### src/hw/rtl/odd_even_transposition_sort_top_defines.svh
// Assertion macros used by the sorter datapath RTL.
`ifndef ODD_EVEN_TRANSPOSITION_SORT_TOP_DEFINES_SVH
`define ODD_EVEN_TRANSPOSITION_SORT_TOP_DEFINES_SVH

// Same-cycle implication.
`define OETS_ASSERT_IMP(lbl, clk, rstn, ante, cons) \
  lbl: assert property (@(posedge clk) disable iff (!rstn) (ante) |-> (cons)) \
    else $error("oets assertion failed");

// Next-cycle implication.
`define OETS_ASSERT_NXT(lbl, clk, rstn, ante, cons) \
  lbl: assert property (@(posedge clk) disable iff (!rstn) (ante) |=> (cons)) \
    else $error("oets assertion failed");

`endif

### src/hw/rtl/oets_pkg.sv
`timescale 1ns / 1ps

package oets_pkg;

  localparam int DEFAULT_MAX_ELEMENTS = 64;
  localparam int VALUE_W = 32;

  typedef struct packed {
    logic signed [VALUE_W-1:0] value;
    logic                      last;
  } in_req_t;

  typedef struct packed {
    logic signed [VALUE_W-1:0] sorted_value;
    logic                      end_of_set;
    logic                      overflow;
  } out_req_t;

  typedef enum logic [1:0] {
    ST_LOAD,
    ST_SORT,
    ST_EMIT
  } state_e;

  typedef struct packed {
    logic load;
    logic sort;
    logic shift;
  } dp_cmd_t;

  typedef struct packed {
    logic phase_done;
    logic emit_last;
  } dp_status_t;

endpackage

### src/hw/rtl/oets_ctrl.sv
`timescale 1ns / 1ps

module oets_ctrl (
  input  logic                clk_i,
  input  logic                rst_ni,
  input  logic                in_valid_i,
  input  logic                in_last_i,
  output logic                in_stall_o,
  output logic                out_valid_o,
  input  logic                out_stall_i,
  output oets_pkg::dp_cmd_t   cmd_o,
  input  oets_pkg::dp_status_t status_i
);

  oets_pkg::state_e state_q, state_d;

  always_ff @(posedge clk_i or negedge rst_ni) begin
    if (!rst_ni) begin
      state_q <= oets_pkg::ST_LOAD;
    end else begin
      state_q <= state_d;
    end
  end

  always_comb begin
    state_d = state_q;
    case (state_q)
      oets_pkg::ST_LOAD: begin
        if (in_valid_i && in_last_i) state_d = oets_pkg::ST_SORT;
      end
      oets_pkg::ST_SORT: begin
        if (status_i.phase_done) state_d = oets_pkg::ST_EMIT;
      end
      oets_pkg::ST_EMIT: begin
        if (!out_stall_i && status_i.emit_last) state_d = oets_pkg::ST_LOAD;
      end
      default: state_d = oets_pkg::ST_LOAD;
    endcase
  end

  always_comb begin
    in_stall_o  = 1'b1;
    out_valid_o = 1'b0;
    cmd_o       = '0;
    case (state_q)
      oets_pkg::ST_LOAD: begin
        in_stall_o = 1'b0;
        cmd_o.load = in_valid_i;
      end
      oets_pkg::ST_SORT: begin
        cmd_o.sort = 1'b1;
      end
      oets_pkg::ST_EMIT: begin
        out_valid_o = 1'b1;
        cmd_o.shift = !out_stall_i;
      end
      default: begin
        in_stall_o = 1'b1;
      end
    endcase
  end

endmodule

### config.mk
export PLATFORM = sky130hd
export DESIGN_NAME = oets_ctrl
export DESIGN_NICKNAME = d
export VERILOG_FILES = /design/src/hw/rtl/odd_even_transposition_sort_top_defines.svh /design/src/hw/rtl/oets_pkg.sv /design/src/hw/rtl/oets_ctrl.sv
export SDC_FILE = /design/constraint.sdc
export NUM_CORES = 1
export LEC_CHECK = 0
export BUFFER_PORTS_ARGS = -buffer_cell sky130_fd_sc_hd__buf_2
export CORE_AREA = 3 3 40 42
export CTS_BUF_LIST = sky130_fd_sc_hd__clkbuf_8
export DETAILED_ROUTE_END_ITERATION = 8
export DIE_AREA = 0 0 43 45
export HOLD_SLACK_MARGIN = 0.12
export PLACE_DENSITY = 0.43
export SLEW_MARGIN = 20
export SYNTH_ARGS = -nofsm -noshare
export SYNTH_HDL_FRONTEND = slang
export SYNTH_SLANG_ARGS = --single-unit
### constraint.sdc
create_clock -name clk_i -period 1.4 [get_ports clk_i]
set_clock_uncertainty 0.2 [all_clocks]
set_input_delay 0.21 -clock clk_i [delete_from_list [all_inputs] [get_ports clk_i]]
set_output_delay 0.21 -clock clk_i [all_outputs]
set_load 0.1 [all_outputs]
==> results of run 1 <==
per-layer routing:
| metal | up-vias | global-route usage | routed length (um) |
|---|---|---|---|
| li1 | 89 | - | - |
| met1 | 77 | 0.06475 | 188 |
| met2 | 14 | 0.1018 | 195 |
| met3 | 0 | 0.05578 | 70 |
| met4 | 0 | 0.01807 | 0 |
| met5 | - | 0 | 0 |
layout make-up:
type,count,area (um^2)
Clock buffer,3,41.29
Fill cell,132,863.3
Inverter,2,7.507
Multi-Input combinational cell,9,91.34
Sequential cell,2,50.05
Tap cell,15,18.77
Timing Repair Buffer,21,212.7
stage by stage:
stage	instance area, um^2	std cells	setup WS [ns]
final	421.7	52	-0.1638
after CTS	421.7	52	-0.1635
after detailed placement	305.3	42	0.04872
after floorplan	156.4	14	-0.4372
after global routing	421.7	52	-0.2047
after global placement	305.3	42	0.04628
Yosys cell counts, drive strengths merged:
| master | n |
|---|---|
| nand2b | 1 |
| inv | 2 |
| nand2 | 1 |
| o2bb2ai | 1 |
| nor2b | 2 |
| nor2 | 1 |
| buf | 1 |
| a22o | 1 |
| dfrtp | 2 |
| and2b | 1 |
| or2 | 1 |
logic make-up (layout without fill, tap and decap cells):
| group | count (synthesis) | after routing | share of synthesized area |
|---|---|---|---|
| and+or+nand+nor | 7 | 7 | 0.3717 |
| buffers and inverters | 3 | 26 | 0.1062 |
| AOI/OAI and AO/OA | 2 | 2 | 0.1681 |
| DFF | 2 | 2 | 0.3540 |
worst reg2reg max path: cells and delay by family, from the launching register on:
| kind | cells | cell delay [ns] |
|---|---|---|
| flops | 1 | 0.38 |
| buf+inv | 2 | 0.26 |
| simple gates | 1 | 0.13 |
| compound gates | 1 | 0.22 |
worst max path at each step:
stage	from	endpoint	slack [ns]	depth (start not counted)
finish	state_q[0]$_DFFE_PN0P_	cmd_o[0]	-0.16	4
global placement	state_q[0]$_DFFE_PN0P_	cmd_o[0]	0.05	4
CTS	state_q[0]$_DFFE_PN0P_	cmd_o[0]	-0.16	4
floorplan	state_q[1]$_DFFE_PN0P_	cmd_o[0]	-0.44	2
detailed placement	state_q[0]$_DFFE_PN0P_	cmd_o[0]	0.05	4
global route	state_q[0]$_DFFE_PN0P_	cmd_o[2]	-0.20	3
placed cells by master, fill, tap and decap left out:
cell,count
a22o_1,1
and2b_4,1
buf_12,4
buf_2,6
buf_4,4
buf_6,2
clkbuf_8,3
dfrtp_1,2
dlygate4sd3_1,5
inv_1,2
nand2_1,1
nand2b_1,1
nor2_4,1
nor2b_4,2
o2bb2ai_2,1
or2_4,1
timing repair:
item                                    CTS  global route
endpoints found under the setup margin    5             5
resized for setup                         3             0
hold endpoints to repair                  4             0
hold buffers                              5             0
cloned                                    0             0
buffers inserted                          2             0
==> flow_metrics.tcl, run 1 <==
set metrics [dict create \
    status "finished, violations left" \
    violations "negative setup slack" \
    clk_latency_ns 0.21 \
    fin_crit_ns 1.564 \
    cp_slowest_cell "dfrtp_1" \
    fin_setup_tns_ns -0.5755 \
    r2r_start "state_q[0]$_DFFE_PN0P_" \
    worst_ep_arrival_time_ns 1.15 \
    required_ns 0.99 \
    drt_pre_antenna_iters 1 \
    r2r_end "state_q[1]$_DFFE_PN0P_" \
    gp_congestion 0.6909 \
    areaGrowthSynthToFinish_pct 198.2 \
    hold_path_end "state_q[1]$_DFFE_PN0P_" \
    maxSlewViolCount 0 \
    yosys_warnings 0 \
    path_delay_family "flip-flops" \
    io_buffer_count 11 \
    cts_buffer_depth 2 \
    period_share 1.117 \
    yosys_register_bits 2 \
    syn_area_per_cell_um2 10.10 \
    drive_gt1_frac 0.6757 \
    ant_nets 0 \
    fin_util 0.3281 \
    cp-end-kind "output pin" \
    tightest_slew_ns 0.2014 \
    r2r_setup_slack_ns 0.10 \
    r2r_cells 4 \
    fp.dieW_um 43 \
    min_from "out_stall_i" \
    drv_cap 0 \
    drt_iter0_markers 0 \
    antenna_found_initial 0 \
    grt_start_max_net_pins 4 \
    io_pins 12 \
    relSlewSlack 0.8661 \
    largest_reg_flops 2 \
    setup_ws_ns -0.1638 \
    htree_levels 1 \
    synth.distinct_cells 12 \
    grt_overflow_total 0 \
    rows 13 \
    start_util 0.1100 \
    final-setup-viol-count 5 \
    grt_pass1_vias 215 \
    syn-cell-area_um2 141.4 \
    nNetsFinal 46 \
    wl_per_cell_um 8.712 \
    cp_num_buf_inv 2 \
    cp-start-kind "register" \
    fin_hold_ws_ns 0.1204 \
    drc 0 \
    clk_pin_slew_ns 0.03 \
    min_path_cells 3 \
    cts_tree "done" \
    via_per_inst 3.462 \
    finalHoldViolCount 0 \
    cts_sinks 2 \
    track_usage 0.06484 \
    synth_top_area_frac 0.3540 \
    die_h_um 45 \
    syn-num-nets 21 \
    cts_root_buf "clkbuf_8" \
    cts_buffers 3 \
    diodes 0 \
    crit_path_cell_trace "buf_6 > nor2b_4 > and2b_4 > buf_12" \
    syn_inst 14 \
    cpPeakStageDelay_ns 0.38 \
    synth-seq-area-share 0.3540 \
    die-area_um2 1935 \
    vias 180 \
    grt_pass1_wl_um 890 \
    max_freq_ghz 0.6395 \
    yosys.area.top_type "dfrtp_1" \
    core_um2 1285 \
    reg.largest.list "state_q x2" \
    largest-register "state_q" \
    grt_setup_unrepaired "true" \
    wl_um 453 \
    synth_area_leaders "dfrtp_1 (35%), o2bb2ai_2 (11%), nor2b_4 (9.7%)" \
    worstSetupPathType "reg2out" \
    worstPathMaxFanout 2 \
    hp-class "in2reg" \
]
Power of run 1 is not shown: default switching activity piles up to over one toggle a cycle in this logic, so the estimate is an artifact.
==> run 2: changes to the inputs <==
Settings changed: SETUP_SLACK_MARGIN from default to 0.5, SKIP_LAST_GASP from default to 1.
==> run 2 against run 1 <==
  * The flow still finishes with violations (negative setup slack)
  * Worst setup slack improved by 0.0093 ns
  * Sequential cell count unchanged
  * Clock-buffer cell count unchanged
  * Register-to-register slack got worse by 0.05 ns
  * Critical path depth decreased by 1
  * Design area shrank 3.9%
  * Wire length is 17% lower
  * Maximum frequency up 0.60%
  * Critical endpoint is now cmd_o[2]
==> flow_metrics.tcl, run 2 (same netlist as run 1, synthesis figures left out) <==
set metrics [dict create \
    fin_setup_tns_ns -0.5411 \
    worstSetupPathType "reg2out" \
    track_usage 0.05662 \
    htree_levels 1 \
    wl_per_cell_um 7.633 \
    via_per_inst 3.449 \
    cts_buffers 3 \
    drt_pre_antenna_iters 2 \
    areaGrowthSynthToFinish_pct 186.7 \
    layout_commonest_cell "buf_2" \
    die_h_um 45 \
    final_cell_mix "buf_2 (6), buf_12 (5), clkbuf_8 (3), buf_4 (3), buf_6 (3)" \
    grt_pass1_vias 188 \
    clk_latency_ns 0.21 \
    cp-end-kind "output pin" \
    fin_util 0.3155 \
    rows 13 \
    status "finished, violations left" \
    tightest_slew_ns 0.1257 \
    clk_pin_slew_ns 0.03 \
    cts_buffer_depth 2 \
    reg.largest.list "state_q x2" \
    hold_buffers 1 \
    antenna_found_initial 0 \
    diodes 0 \
    grt_overflow_total 0 \
    maxSlewViolCount 0 \
    fp.dieW_um 43 \
    finalHoldViolCount 0 \
    cts_sinks 2 \
    grt_setup_unrepaired "true" \
    min_from "status_i[1]" \
    vias 169 \
    hold_path_end "state_q[1]$_DFFE_PN0P_" \
    place_ws_ns 0.05027 \
    grt_pass1_wl_um 752 \
    cp-start-kind "register" \
    worst_ep_arrival_time_ns 1.14 \
    gp_congestion 0.5810 \
    hpwl_um 316 \
    required_ns 0.99 \
    core_um2 1285 \
    wl_um 374 \
    r2r_end "state_q[1]$_DFFE_PN0P_" \
    cts_tree "done" \
    final-setup-viol-count 5 \
    grt_start_max_net_pins 4 \
    setup_ws_ns -0.1545 \
    drv_cap 0 \
    worstPathMaxFanout 3 \
    start_util 0.1100 \
    fin_crit_ns 1.554 \
    fill_cells 136 \
    cts_root_buf "clkbuf_8" \
    min_path_cells 2 \
    r2r_start "state_q[0]$_DFFE_PN0P_" \
    drive_gt1_frac 0.7647 \
    io_buffer_count 11 \
    r2r_cells 5 \
    io_pins 12 \
    drt_iter0_markers 1 \
    hp-class "in2reg" \
    nNetsFinal 43 \
    instances_no_fill 49 \
    drc 0 \
    largest_reg_flops 2 \
    violations "negative setup slack" \
    max_freq_ghz 0.6433 \
    r2r_setup_slack_ns 0.05 \
    relSlewSlack 0.9160 \
    die-area_um2 1935 \
    dp_cells 42 \
    ant_nets 0 \
    largest-register "state_q" \
    period_share 1.110 \
]
run 2: cell types whose count changed in the layout (fill, tap and decap cells not counted), sizes merged:
cell         change
buf              +1
dlygate4sd3      -4
run 2: worst max path at each step:
stage | startpoint | endpoint | slack [ns]
floorplan | state_q[1]$_DFFE_PN0P_ | cmd_o[0] | -0.44
global placement | state_q[0]$_DFFE_PN0P_ | cmd_o[0] | 0.05
detailed placement | state_q[0]$_DFFE_PN0P_ | cmd_o[0] | 0.05
CTS | state_q[0]$_DFFE_PN0P_ | cmd_o[0] | -0.16
global route | state_q[0]$_DFFE_PN0P_ | cmd_o[0] | -0.20
finish | state_q[0]$_DFFE_PN0P_ | cmd_o[2] | -0.15
run 2: area by class of cell:
class	instances	area [um^2]	area share
clock buffers	3	41.29	0.1019
inverters	2	7.507	0.01852
multi-input cells	9	91.34	0.2253
flip-flops and latches	2	50.05	0.1235
well taps	15	18.77	0.04630
repair buffers	18	196.4	0.4846
run 2: stage by stage:
stage          hold slack, ns  cell area, um^2
6_report              0.05689            405.4
5_1_grt               0.07418            405.4
4_1_cts               0.05301            385.4
3_5_place_dp          -0.1992            305.3
3_3_place_gp          -0.2021            305.3
2_1_floorplan         -0.2856            168.9
run 2: worst max-delay path, stage by stage (launching register included):
cell and delay, ns:
dfrtp_1 0.37, or2_4 0.28, nor2_4 0.10, buf_12 0.18
run 2: metal layers:
layer / track usage / vias up / share of wire
li1: - / 86 / -
met1: 0.06024 / 72 / 0.40
met2: 0.06886 / 11 / 0.44
met3: 0.03187 / 0 / 0.16
met4: 0.07229 / 0 / 0
met5: 0 / - / 0
run 2: timing repair:
action,4_1_cts,5_1_grt
pin swaps,1,1
gates cloned,0,0
gates resized for setup,4,3
endpoints found under the setup margin,7,7
buffers inserted,2,1
endpoints found under the hold margin,4,2
Power of run 2 is left out for the same reason.
